`src/sv/sci_pkg.sv`:
```
// Shared types and constants of the spectrometer clear/integrate sequencer.
package sci_pkg;

   localparam logic [1:0] REQ_START = 2'd0;
   localparam logic [1:0] REQ_EOS   = 2'd1;
   localparam logic [1:0] REQ_TICK  = 2'd2;
   localparam logic [1:0] REQ_READ  = 2'd3;

   localparam logic [1:0] CODE_EMPTY = 2'd0;
   localparam logic [1:0] CODE_ACQ   = 2'd1;
   localparam logic [1:0] CODE_CLEAR = 2'd2;
   localparam logic [1:0] CODE_UNDEF = 2'd3;

   localparam logic PULSE_CLEAR = 1'b0;
   localparam logic PULSE_ACQ   = 1'b1;

   localparam logic [1:0] REG_AUTO_CLEARING   = 2'd0;
   localparam logic [1:0] REG_CHANNEL_ENABLED = 2'd1;
   localparam logic [1:0] REG_MIN_TICKS       = 2'd2;
   localparam logic [1:0] REG_MAX_TICKS       = 2'd3;

   localparam logic [15:0] MIN_TICKS_RESET    = 16'd1;
   localparam logic [15:0] MAX_TICKS_RESET    = 16'hFFFF;
   localparam logic [15:0] TIMER_RELOAD_RESET = 16'd1;

   typedef enum logic [1:0] {
      KIND_UNDEF = 2'd0,
      KIND_CLEAR = 2'd1,
      KIND_ACQ   = 2'd2
   } kind_type;

   typedef enum logic [2:0] {
      OP_START_OK  = 3'd0,
      OP_START_REJ = 3'd1,
      OP_EOS       = 3'd2,
      OP_TICK      = 3'd3,
      OP_READ      = 3'd4
   } op_type;

   typedef struct packed {
      logic [1:0]  req_type;
      logic [15:0] integration_ticks;
      logic [3:0]  clearout_count;
      logic [3:0]  readout_count;
      logic [3:0]  log_index;
   } req_data_type;

   typedef struct packed {
      logic        status;
      logic        start_pulse;
      logic        pulse_kind;
      logic        spectrum_done;
      logic        clearout_done;
      logic        integrating;
      logic [15:0] eos_total;
      logic [1:0]  log_code;
      logic [3:0]  clearouts_left;
      logic [3:0]  readouts_left;
   } rsp_data_type;

   typedef struct packed {
      logic        auto_clearing;
      logic        channel_enabled;
      logic [15:0] min_ticks;
      logic [15:0] max_ticks;
   } cfg_type;

   typedef struct packed {
      op_type      op;
      logic [15:0] ticks;
      logic [3:0]  clearouts;
      logic [3:0]  readouts;
      logic [3:0]  log_index;
   } cmd_type;

endpackage

```
`src/sv/sci_front.sv`:
```
// Front end: accepts requests, checks start limits and clamps the scan counts.
module sci_front #(
   parameter int MAX_SCANS = 15
) (
   input  logic                 req_valid,
   output logic                 req_stall,
   input  sci_pkg::req_data_type req_data,
   input  sci_pkg::cfg_type     cfg,
   input  logic                 q_full,
   output logic                 push,
   output sci_pkg::cmd_type     cmd
);

   localparam int SW = $clog2(MAX_SCANS + 1);
   localparam int CW = (SW > 4) ? SW : 4;
   localparam logic [CW-1:0] SCANS = CW'(MAX_SCANS);

   logic [CW-1:0] ncl_raw;
   logic [CW-1:0] ncl_c;
   logic [CW-1:0] nrd_raw;
   logic [CW-1:0] nrd_c;
   logic [CW-1:0] room;
   logic          start_ok;

   assign req_stall = q_full;
   assign push      = req_valid && !q_full;

   always_comb begin
      ncl_raw = CW'(req_data.clearout_count);
      if (ncl_raw == '0) begin
         ncl_c = CW'(1);
      end else if (ncl_raw > SCANS) begin
         ncl_c = SCANS;
      end else begin
         ncl_c = ncl_raw;
      end
      room    = SCANS - ncl_c;
      nrd_raw = CW'(req_data.readout_count);
      nrd_c   = (nrd_raw > room) ? room : nrd_raw;

      start_ok = cfg.channel_enabled &&
                 (cfg.min_ticks < req_data.integration_ticks) &&
                 (req_data.integration_ticks < cfg.max_ticks);

      cmd.ticks     = req_data.integration_ticks;
      cmd.clearouts = 4'(ncl_c - CW'(1));
      cmd.readouts  = 4'(nrd_c);
      cmd.log_index = req_data.log_index;

      unique case (req_data.req_type)
         sci_pkg::REQ_START: cmd.op = start_ok ? sci_pkg::OP_START_OK : sci_pkg::OP_START_REJ;
         sci_pkg::REQ_EOS:   cmd.op = sci_pkg::OP_EOS;
         sci_pkg::REQ_TICK:  cmd.op = sci_pkg::OP_TICK;
         default:            cmd.op = sci_pkg::OP_READ;
      endcase
   end

endmodule

```
`src/sv/sci_queue.sv`:
```
// Two-entry command queue between the front end and the execution back end.
module sci_queue (
   input  logic             clock,
   input  logic             reset,
   input  logic             push,
   input  sci_pkg::cmd_type push_cmd,
   input  logic             pop,
   output logic             q_valid,
   output logic             q_full,
   output sci_pkg::cmd_type head
);

   sci_pkg::cmd_type slot_ff [2];
   logic       wptr_ff, wptr_in;
   logic       rptr_ff, rptr_in;
   logic [1:0] count_ff, count_in;

   assign q_valid = (count_ff != 2'd0);
   assign q_full  = (count_ff == 2'd2);
   assign head    = slot_ff[rptr_ff];

   always_comb begin
      wptr_in  = push ? !wptr_ff : wptr_ff;
      rptr_in  = pop ? !rptr_ff : rptr_ff;
      count_in = count_ff + 2'(push) - 2'(pop);
   end

   always_ff @(posedge clock) begin
      if (reset) begin
         wptr_ff  <= 1'b0;
         rptr_ff  <= 1'b0;
         count_ff <= 2'd0;
      end else begin
         wptr_ff  <= wptr_in;
         rptr_ff  <= rptr_in;
         count_ff <= count_in;
      end
   end

   always_ff @(posedge clock) begin
      if (push) begin
         slot_ff[wptr_ff] <= push_cmd;
      end
   end

   a_no_overflow: assert property (@(posedge clock) disable iff (reset)
      push |-> !q_full) else $error("queue push while full");
   a_no_underflow: assert property (@(posedge clock) disable iff (reset)
      pop |-> q_valid) else $error("queue pop while empty");
   a_count_range: assert property (@(posedge clock) disable iff (reset)
      (count_ff != 2'd3) && ((wptr_ff == rptr_ff) == (count_ff != 2'd1)))
      else $error("queue pointers and count disagree");

endmodule

```
`src/sv/sci_back.sv`:
```
// Back end: sequencer state, integration timer, EOS log and result register.
module sci_back #(
   parameter int LOG_DEPTH = 16,
   parameter int MAX_SCANS = 15
) (
   input  logic                  clock,
   input  logic                  reset,
   input  logic                  auto_clearing,
   input  logic                  q_valid,
   input  sci_pkg::cmd_type      cmd,
   output logic                  pop,
   output logic                  rsp_valid,
   input  logic                  rsp_stall,
   output sci_pkg::rsp_data_type rsp_data
);

   localparam int LOG_AW = (LOG_DEPTH > 1) ? $clog2(LOG_DEPTH) : 1;
   localparam int IW     = (LOG_AW > 4) ? LOG_AW : 4;
   localparam logic [15:0] LOG_LIMIT = 16'(LOG_DEPTH);

   logic [3:0]       pend_cl_ff, pend_cl_in;
   logic [3:0]       pend_rd_ff, pend_rd_in;
   sci_pkg::kind_type last_kind_ff, last_kind_in;
   logic [15:0]      eos_cnt_ff, eos_cnt_in;
   logic             wrapped_ff, wrapped_in;
   logic [15:0]      reload_ff, reload_in;
   logic [15:0]      tcnt_ff, tcnt_in;
   logic             running_ff, running_in;

   logic             rsp_valid_ff, rsp_valid_in;
   sci_pkg::rsp_data_type rsp_ff, rsp_in;
   logic             hit_ff, hit_in;
   logic [1:0]       rd_data_ff;

   logic [1:0]       log_mem [LOG_DEPTH];
   logic             log_we;
   logic [1:0]       log_wdata;
   logic [LOG_AW-1:0] log_waddr;
   logic [LOG_AW-1:0] log_raddr;
   logic [IW-1:0]    idx_w;

   assign pop       = q_valid && (!rsp_valid_ff || !rsp_stall);
   assign rsp_valid = rsp_valid_ff;
   assign idx_w     = IW'(cmd.log_index);
   assign log_raddr = idx_w[LOG_AW-1:0];
   assign log_waddr = eos_cnt_ff[LOG_AW-1:0];

   always_comb begin
      rsp_data          = rsp_ff;
      rsp_data.log_code = hit_ff ? rd_data_ff : sci_pkg::CODE_EMPTY;
   end

   always_comb begin
      pend_cl_in   = pend_cl_ff;
      pend_rd_in   = pend_rd_ff;
      last_kind_in = last_kind_ff;
      eos_cnt_in   = eos_cnt_ff;
      wrapped_in   = wrapped_ff;
      reload_in    = reload_ff;
      tcnt_in      = tcnt_ff;
      running_in   = running_ff;
      rsp_in       = '0;
      hit_in       = 1'b0;
      log_we       = 1'b0;
      log_wdata    = sci_pkg::CODE_UNDEF;

      if (pop) begin
         unique case (cmd.op)
            sci_pkg::OP_START_REJ: begin
               rsp_in.status = 1'b1;
            end
            sci_pkg::OP_START_OK: begin
               running_in = 1'b0;
               reload_in  = cmd.ticks;
               pend_cl_in = cmd.clearouts;
               pend_rd_in = cmd.readouts;
               eos_cnt_in = '0;
               wrapped_in = 1'b0;
               if (!auto_clearing) begin
                  rsp_in.start_pulse = 1'b1;
                  rsp_in.pulse_kind  = sci_pkg::PULSE_CLEAR;
                  last_kind_in       = sci_pkg::KIND_CLEAR;
               end
            end
            sci_pkg::OP_EOS: begin
               case (last_kind_ff)
                  sci_pkg::KIND_ACQ: begin
                     log_wdata            = sci_pkg::CODE_ACQ;
                     rsp_in.spectrum_done = 1'b1;
                  end
                  sci_pkg::KIND_CLEAR: begin
                     log_wdata            = sci_pkg::CODE_CLEAR;
                     rsp_in.clearout_done = 1'b1;
                  end
                  default: log_wdata = sci_pkg::CODE_UNDEF;
               endcase
               log_we     = (eos_cnt_ff < LOG_LIMIT);
               eos_cnt_in = eos_cnt_ff + 16'd1;
               if (eos_cnt_ff == '1) begin
                  wrapped_in = 1'b1;
               end
               if ((pend_cl_ff != 4'd0) || (pend_rd_ff == 4'd0)) begin
                  if (pend_cl_ff != 4'd0) begin
                     pend_cl_in         = pend_cl_ff - 4'd1;
                     rsp_in.start_pulse = 1'b1;
                     rsp_in.pulse_kind  = sci_pkg::PULSE_CLEAR;
                     last_kind_in       = sci_pkg::KIND_CLEAR;
                  end else if (auto_clearing) begin
                     rsp_in.start_pulse = 1'b1;
                     rsp_in.pulse_kind  = sci_pkg::PULSE_CLEAR;
                     last_kind_in       = sci_pkg::KIND_CLEAR;
                  end else begin
                     last_kind_in = sci_pkg::KIND_UNDEF;
                  end
               end else begin
                  tcnt_in    = '0;
                  running_in = 1'b1;
                  pend_rd_in = pend_rd_ff - 4'd1;
               end
            end
            sci_pkg::OP_TICK: begin
               if (running_ff) begin
                  tcnt_in = tcnt_ff + 16'd1;
                  if (tcnt_in == reload_ff) begin
                     running_in         = 1'b0;
                     rsp_in.start_pulse = 1'b1;
                     rsp_in.pulse_kind  = sci_pkg::PULSE_ACQ;
                     last_kind_in       = sci_pkg::KIND_ACQ;
                  end
               end
            end
            default: begin
               hit_in = (16'(cmd.log_index) < LOG_LIMIT) &&
                        (wrapped_ff || (16'(cmd.log_index) < eos_cnt_ff));
            end
         endcase
         rsp_in.integrating    = running_in;
         rsp_in.eos_total      = eos_cnt_in;
         rsp_in.clearouts_left = pend_cl_in;
         rsp_in.readouts_left  = pend_rd_in;
      end

      if (pop) begin
         rsp_valid_in = 1'b1;
      end else begin
         rsp_valid_in = rsp_valid_ff && rsp_stall;
      end
   end

   always_ff @(posedge clock) begin
      if (reset) begin
         pend_cl_ff   <= 4'd0;
         pend_rd_ff   <= 4'd0;
         last_kind_ff <= sci_pkg::KIND_UNDEF;
         eos_cnt_ff   <= 16'd0;
         wrapped_ff   <= 1'b0;
         reload_ff    <= sci_pkg::TIMER_RELOAD_RESET;
         tcnt_ff      <= 16'd0;
         running_ff   <= 1'b0;
         rsp_valid_ff <= 1'b0;
      end else begin
         pend_cl_ff   <= pend_cl_in;
         pend_rd_ff   <= pend_rd_in;
         last_kind_ff <= last_kind_in;
         eos_cnt_ff   <= eos_cnt_in;
         wrapped_ff   <= wrapped_in;
         reload_ff    <= reload_in;
         tcnt_ff      <= tcnt_in;
         running_ff   <= running_in;
         rsp_valid_ff <= rsp_valid_in;
      end
   end

   always_ff @(posedge clock) begin
      if (pop) begin
         rsp_ff <= rsp_in;
         hit_ff <= hit_in;
      end
   end

   always_ff @(posedge clock) begin
      if (log_we) begin
         log_mem[log_waddr] <= log_wdata;
      end
      if (pop) begin
         rd_data_ff <= log_mem[log_raddr];
      end
   end

   a_pending_bound: assert property (@(posedge clock) disable iff (reset)
      (9'(pend_cl_ff) + 9'(pend_rd_ff)) < 9'(MAX_SCANS))
      else $error("pending scan counts exceed limit");
   a_done_exclusive: assert property (@(posedge clock) disable iff (reset)
      rsp_valid_ff |-> !(rsp_ff.spectrum_done && rsp_ff.clearout_done))
      else $error("EOS classified twice");
   a_acq_stops_timer: assert property (@(posedge clock) disable iff (reset)
      (pop && (cmd.op == sci_pkg::OP_TICK) && (tcnt_in == reload_ff) && running_ff)
      |=> (!running_ff && (last_kind_ff == sci_pkg::KIND_ACQ)))
      else $error("timer expiry did not stop timer");

endmodule

```
`src/sv/spectrometer_clear_integrate_sequencer_core.sv`:
```
// Top level of the spectrometer clear/integrate sequencer with its register port.
// Takes one request per clock while req_stall is low and returns one result
// per request, in order. A request is classified in the cycle it is transferred
// and lands in a two-entry queue; the back end executes one queued command per
// clock into the result register unless rsp_stall holds it. The EOS log is a
// LOG_DEPTH-entry memory with a registered read; entries are tracked by the
// EOS count, so no clearing pass is needed after reset or a start. Registers
// sit at byte offsets 0x0 auto_clearing, 0x4 channel_enabled, 0x8 min_ticks,
// 0xC max_ticks; the user must write them only while no request is in flight,
// and the block itself does not enforce this.
module spectrometer_clear_integrate_sequencer_core #(
   parameter int LOG_DEPTH = 16,
   parameter int MAX_SCANS = 15
) (
   input  logic                  clock,
   input  logic                  reset,
   input  logic                  req_valid,
   output logic                  req_stall,
   input  sci_pkg::req_data_type req_data,
   output logic                  rsp_valid,
   input  logic                  rsp_stall,
   output sci_pkg::rsp_data_type rsp_data,
   input  logic                  psel,
   input  logic                  penable,
   input  logic                  pwrite,
   input  logic [3:0]            paddr,
   input  logic [31:0]           pwdata,
   output logic [31:0]           prdata,
   output logic                  pready
);

   sci_pkg::cfg_type cfg_ff, cfg_in;
   logic             csr_write;
   logic             push;
   logic             pop;
   logic             q_valid;
   logic             q_full;
   sci_pkg::cmd_type push_cmd;
   sci_pkg::cmd_type head;

   assign pready    = 1'b1;
   assign csr_write = psel && penable && pwrite && pready;

   always_comb begin
      cfg_in = cfg_ff;
      if (csr_write) begin
         unique case (paddr[3:2])
            sci_pkg::REG_AUTO_CLEARING:   cfg_in.auto_clearing   = pwdata[0];
            sci_pkg::REG_CHANNEL_ENABLED: cfg_in.channel_enabled = pwdata[0];
            sci_pkg::REG_MIN_TICKS:       cfg_in.min_ticks       = pwdata[15:0];
            default:                      cfg_in.max_ticks       = pwdata[15:0];
         endcase
      end
      unique case (paddr[3:2])
         sci_pkg::REG_AUTO_CLEARING:   prdata = {31'd0, cfg_ff.auto_clearing};
         sci_pkg::REG_CHANNEL_ENABLED: prdata = {31'd0, cfg_ff.channel_enabled};
         sci_pkg::REG_MIN_TICKS:       prdata = {16'd0, cfg_ff.min_ticks};
         default:                      prdata = {16'd0, cfg_ff.max_ticks};
      endcase
   end

   always_ff @(posedge clock) begin
      if (reset) begin
         cfg_ff.auto_clearing   <= 1'b0;
         cfg_ff.channel_enabled <= 1'b0;
         cfg_ff.min_ticks       <= sci_pkg::MIN_TICKS_RESET;
         cfg_ff.max_ticks       <= sci_pkg::MAX_TICKS_RESET;
      end else begin
         cfg_ff <= cfg_in;
      end
   end

   sci_front #(
      .MAX_SCANS(MAX_SCANS)
   ) u_front (
      .req_valid(req_valid),
      .req_stall(req_stall),
      .req_data (req_data),
      .cfg      (cfg_ff),
      .q_full   (q_full),
      .push     (push),
      .cmd      (push_cmd)
   );

   sci_queue u_queue (
      .clock   (clock),
      .reset   (reset),
      .push    (push),
      .push_cmd(push_cmd),
      .pop     (pop),
      .q_valid (q_valid),
      .q_full  (q_full),
      .head    (head)
   );

   sci_back #(
      .LOG_DEPTH(LOG_DEPTH),
      .MAX_SCANS(MAX_SCANS)
   ) u_back (
      .clock        (clock),
      .reset        (reset),
      .auto_clearing(cfg_ff.auto_clearing),
      .q_valid      (q_valid),
      .cmd          (head),
      .pop          (pop),
      .rsp_valid    (rsp_valid),
      .rsp_stall    (rsp_stall),
      .rsp_data     (rsp_data)
   );

endmodule
```
`config.mk`:
```
export PLATFORM = sky130hd
export DESIGN_NAME = spectrometer_clear_integrate_sequencer_core
export DESIGN_NICKNAME = d
export VERILOG_FILES = /design/src/sv/sci_pkg.sv /design/src/sv/sci_front.sv /design/src/sv/sci_queue.sv /design/src/sv/sci_back.sv /design/src/sv/spectrometer_clear_integrate_sequencer_core.sv
export SDC_FILE = /design/constraint.sdc
export NUM_CORES = 1
export LEC_CHECK = 0
export ABC_AREA = 1
export BUFFER_PORTS_ARGS = -buffer_cell sky130_fd_sc_hd__buf_2
export CAP_MARGIN = 20
export CORE_ASPECT_RATIO = 0.7
export CORE_UTILIZATION = 40
export DETAILED_ROUTE_END_ITERATION = 10
export GPL_ROUTABILITY_DRIVEN = 0
export HOLD_SLACK_MARGIN = 0.03
export MAX_ROUTING_LAYER = met4
export SLEW_MARGIN = 25
export SYNTH_ARGS = -nofsm -noshare
export SYNTH_HDL_FRONTEND = slang
export SYNTH_SLANG_ARGS = --single-unit
```
`constraint.sdc`:
```
create_clock -name clock -period 10.1 [get_ports clock]
set_input_delay 2.02 -clock clock [delete_from_list [all_inputs] [get_ports clock]]
set_output_delay 2.02 -clock clock [all_outputs]
set_load 0.005 [all_outputs]
```
==> qor.yml <==
cts:
  htreeDepth: 1
  cts.sinks: 227
  clockBufferDepth: 3
  cts_root_buffer: "clkbuf_16"
  clock_latency_ns: 0.53
  path_clk_slew_ns: 0.06
  cts_hold_buffers: 0
  cts_setup_buffers: 0
  cts_buffers: 24
  cts_resized: 0
  cts_tree: "done"
synthesis:
  yosysTopAreaCell: "edfxtp_1"
  synthCells: 1271
  ys_warn_count: 0
  synth_cell_type_count: 45
  synth_common_cells: "244 x nand2_1, 149 x inv_1, 127 x edfxtp_1"
  seq_area_frac_synth_pct: 52.3
  netlist_area_sq_um: 11100
  yosys.cell_count.top_type: "nand2_1"
  yosys-top-cells-area: "edfxtp_1 34%, dfxtp_1 18%, nand2_1 8.2%"
  synth_edf_count: 127
  async_flop_share_pct: 0
  ys.flop_type: "edfxtp_1"
  ys_ff_latch: 227
  avgSynthCellArea_sq_um: 8.74
  yosysTopAreaCellShare_pct: 34.3
detailed_routing:
  drc: 0
  drtIter0Drc: 680
  avgViaCountPerCell: 5.00
  num_vias: 8731
  drt-total-wl_microns: 26600
  drt-pass1-iter-count: 5
  wire_per_inst_microns: 15.3
  ant_nets: 0
worst_hold_path:
  min_path_type: "register to register"
flow_run:
  cap_violations: 0
placement:
  hpwl_microns: 18700
  port_buffers: 104
  place_inst: 1701
  pre_cts_ws_ns: 4.86
setup_path:
  cp_max_fo: 17
  end_kind: "output port"
  cp.arrival_ns: 3.20
  crit_type: "input pin to output port"
  start_kind: "input pin"
  cp_data_required_time_ns: 8.08
grt:
  antenna_found_initial: 0
  track_usage_pct: 19.1
  grt_pass1_wl_microns: 42300
  first_global_vias: 7710
  grt_max_degree: 49
  grt-ovfl-total: 0
final_layout:
  stdcell_count: 1745
  antennaDiodeCount: 0
  drive_above_1_share_pct: 13.4
  final_nets: 1485
  final-seq-area_sq_um: 5820
  n_fill_cell: 2618
  multi_input_area_sq_um: 4470
  area_growth_pct: 14.4
floorplanning:
  core_sq_um: 27000
  start_util_pct: 41.1
  rows: 50
  die_w_microns: 201
  num_io_pins: 140
  fp.dieH_microns: 141
  dieArea_sq_um: 28500
power_and_ir_drop:
  power_density_nw_per_um2: 250
  max-vdd-ir-drop_v: 0.000150
  power.leakage_nw: 5.43
  totalPowerFinal_mw: 3.18
outcome:
  outcome: "finished clean"
sta:
  whs_ns: 0.460
  max_slew_margin_pct: 34.5
  finalHoldViolCount: 0
  final.setup_skew_ns: 0.0144
  setup_ws_ns: 4.88
  rsz0062_at_grt: "no"
  setup_tns_ns: 0
  fmax_mhz: 192
  period_minus_slack_ns: 5.22
  tightest_slew_ns: 0.981
  setup_viol: 0
  slew_violations: 0
  min_period_over_period_pct: 51.6
-- placed cells by master (no fill, tap or decap), types with 7 or more instances in the layout --
master     Yosys  layout
ha_1          49      49
inv_1        149     148
conb_1         2      17
dfxtp_1      100     100
a211oi_1       9       9
inv_2          8       9
a31oi_1       26      26
o21ai_0      121     119
edfxtp_1     127     127
clkbuf_16      0      24
nor2_2         9      10
nand2_1      244     244
o211ai_1      24      24
buf_2          7     104
nand3_1       59      59
nand4_1       14      14
clkbuf_1      35      10
nand3b_1       7       7
nor2_1       106     103
a21oi_1       82      82
o21ai_1        8       9
buf_4         18       8
or2_2          7       7
nor3_1        15      15
-- per-stage QoR --
step | util, % | area (sq um)
global route | 47.0 | 12700
detailed placement | 44.1 | 11900
floorplan | - | 11200
CTS | 47.0 | 12700
finish | 47.0 | 12700
global placement | 44.1 | 11900
-- per-layer routing --
layer	track usage (%)	wire (microns)
met1	30.3	14600
met2	25.4	10300
met3	2.62	1410
met4	3.51	365
met5	-	0
-- registers in the layout (all words and copies together) (netlist names), named ones only --
register and flops:
u_back.rd_data_ff 2, u_queue.rptr_ff 1, u_back.pend_cl_ff 4, u_back.last_kind_ff 2, u_queue.wptr_ff 1, u_back.rsp_data 30, u_back.log_mem 32, u_back.hit_ff 1
u_back.eos_cnt_ff 16, u_back.reload_ff 16, u_queue.slot_ff 62, cfg_ff 34, u_back.wrapped_ff 1, u_back.rsp_valid 1, u_back.running_ff 1, u_queue.count_ff 2
u_back.pend_rd_ff 4, u_back.tcnt_ff 16
-- cell type report --
class / count / share of cell area (%)
sequential: 227 / 45.8
tap: 364 / 3.58
clock buffer: 36 / 5.24
clock inverter: 8 / 0.984
inverter: 158 / 4.67
multi-input combinational: 840 / 35.2
timing repair buffer: 112 / 4.57
-- worst paths after layout --
check                            to       startpoint  depth (start not counted)  slack, ns
setup / recovery          prdata[4]         paddr[2]                          4       4.88
setup reg to reg  u_back.tcnt_ff[9]         register                         15       6.82
hold reg to reg            register  u_queue.rptr_ff                          1       0.46
hold / removal             register  u_queue.rptr_ff                          1       0.46
-- worst max-delay path: stages --
cell and delay [ns]:
buf_2 0.15, nand2_1 0.39, o21ai_0 0.45, buf_2 0.18
-- report_power, final --
| part | switching, mW | total [mW] | internal, mW |
|---|---|---|---|
| clock | 0.359 | 0.892 | 0.533 |
| combinational | 0.648 | 0.960 | 0.312 |
| sequential | 0.119 | 1.33 | 1.21 |
| total | 1.13 | 3.18 | 2.05 |
-- cell families (layout without fill, tap and decap cells) --
| logic type | Yosys count | count (layout) | share of synthesized area, % |
|---|---|---|---|
| compound gates | 289 | 289 | 14.6 |
| xor+xnor | 8 | 8 | 0.755 |
| fa+ha+maj | 49 | 49 | 5.52 |
| buf+inv | 219 | 314 | 8.15 |
| flops | 227 | 227 | 52.3 |
| mux | 2 | 2 | 0.180 |
| other cells | 2 | 17 | 0.0676 |
| simple gates | 475 | 475 | 18.3 |
Power figures use the tool's default switching activity.
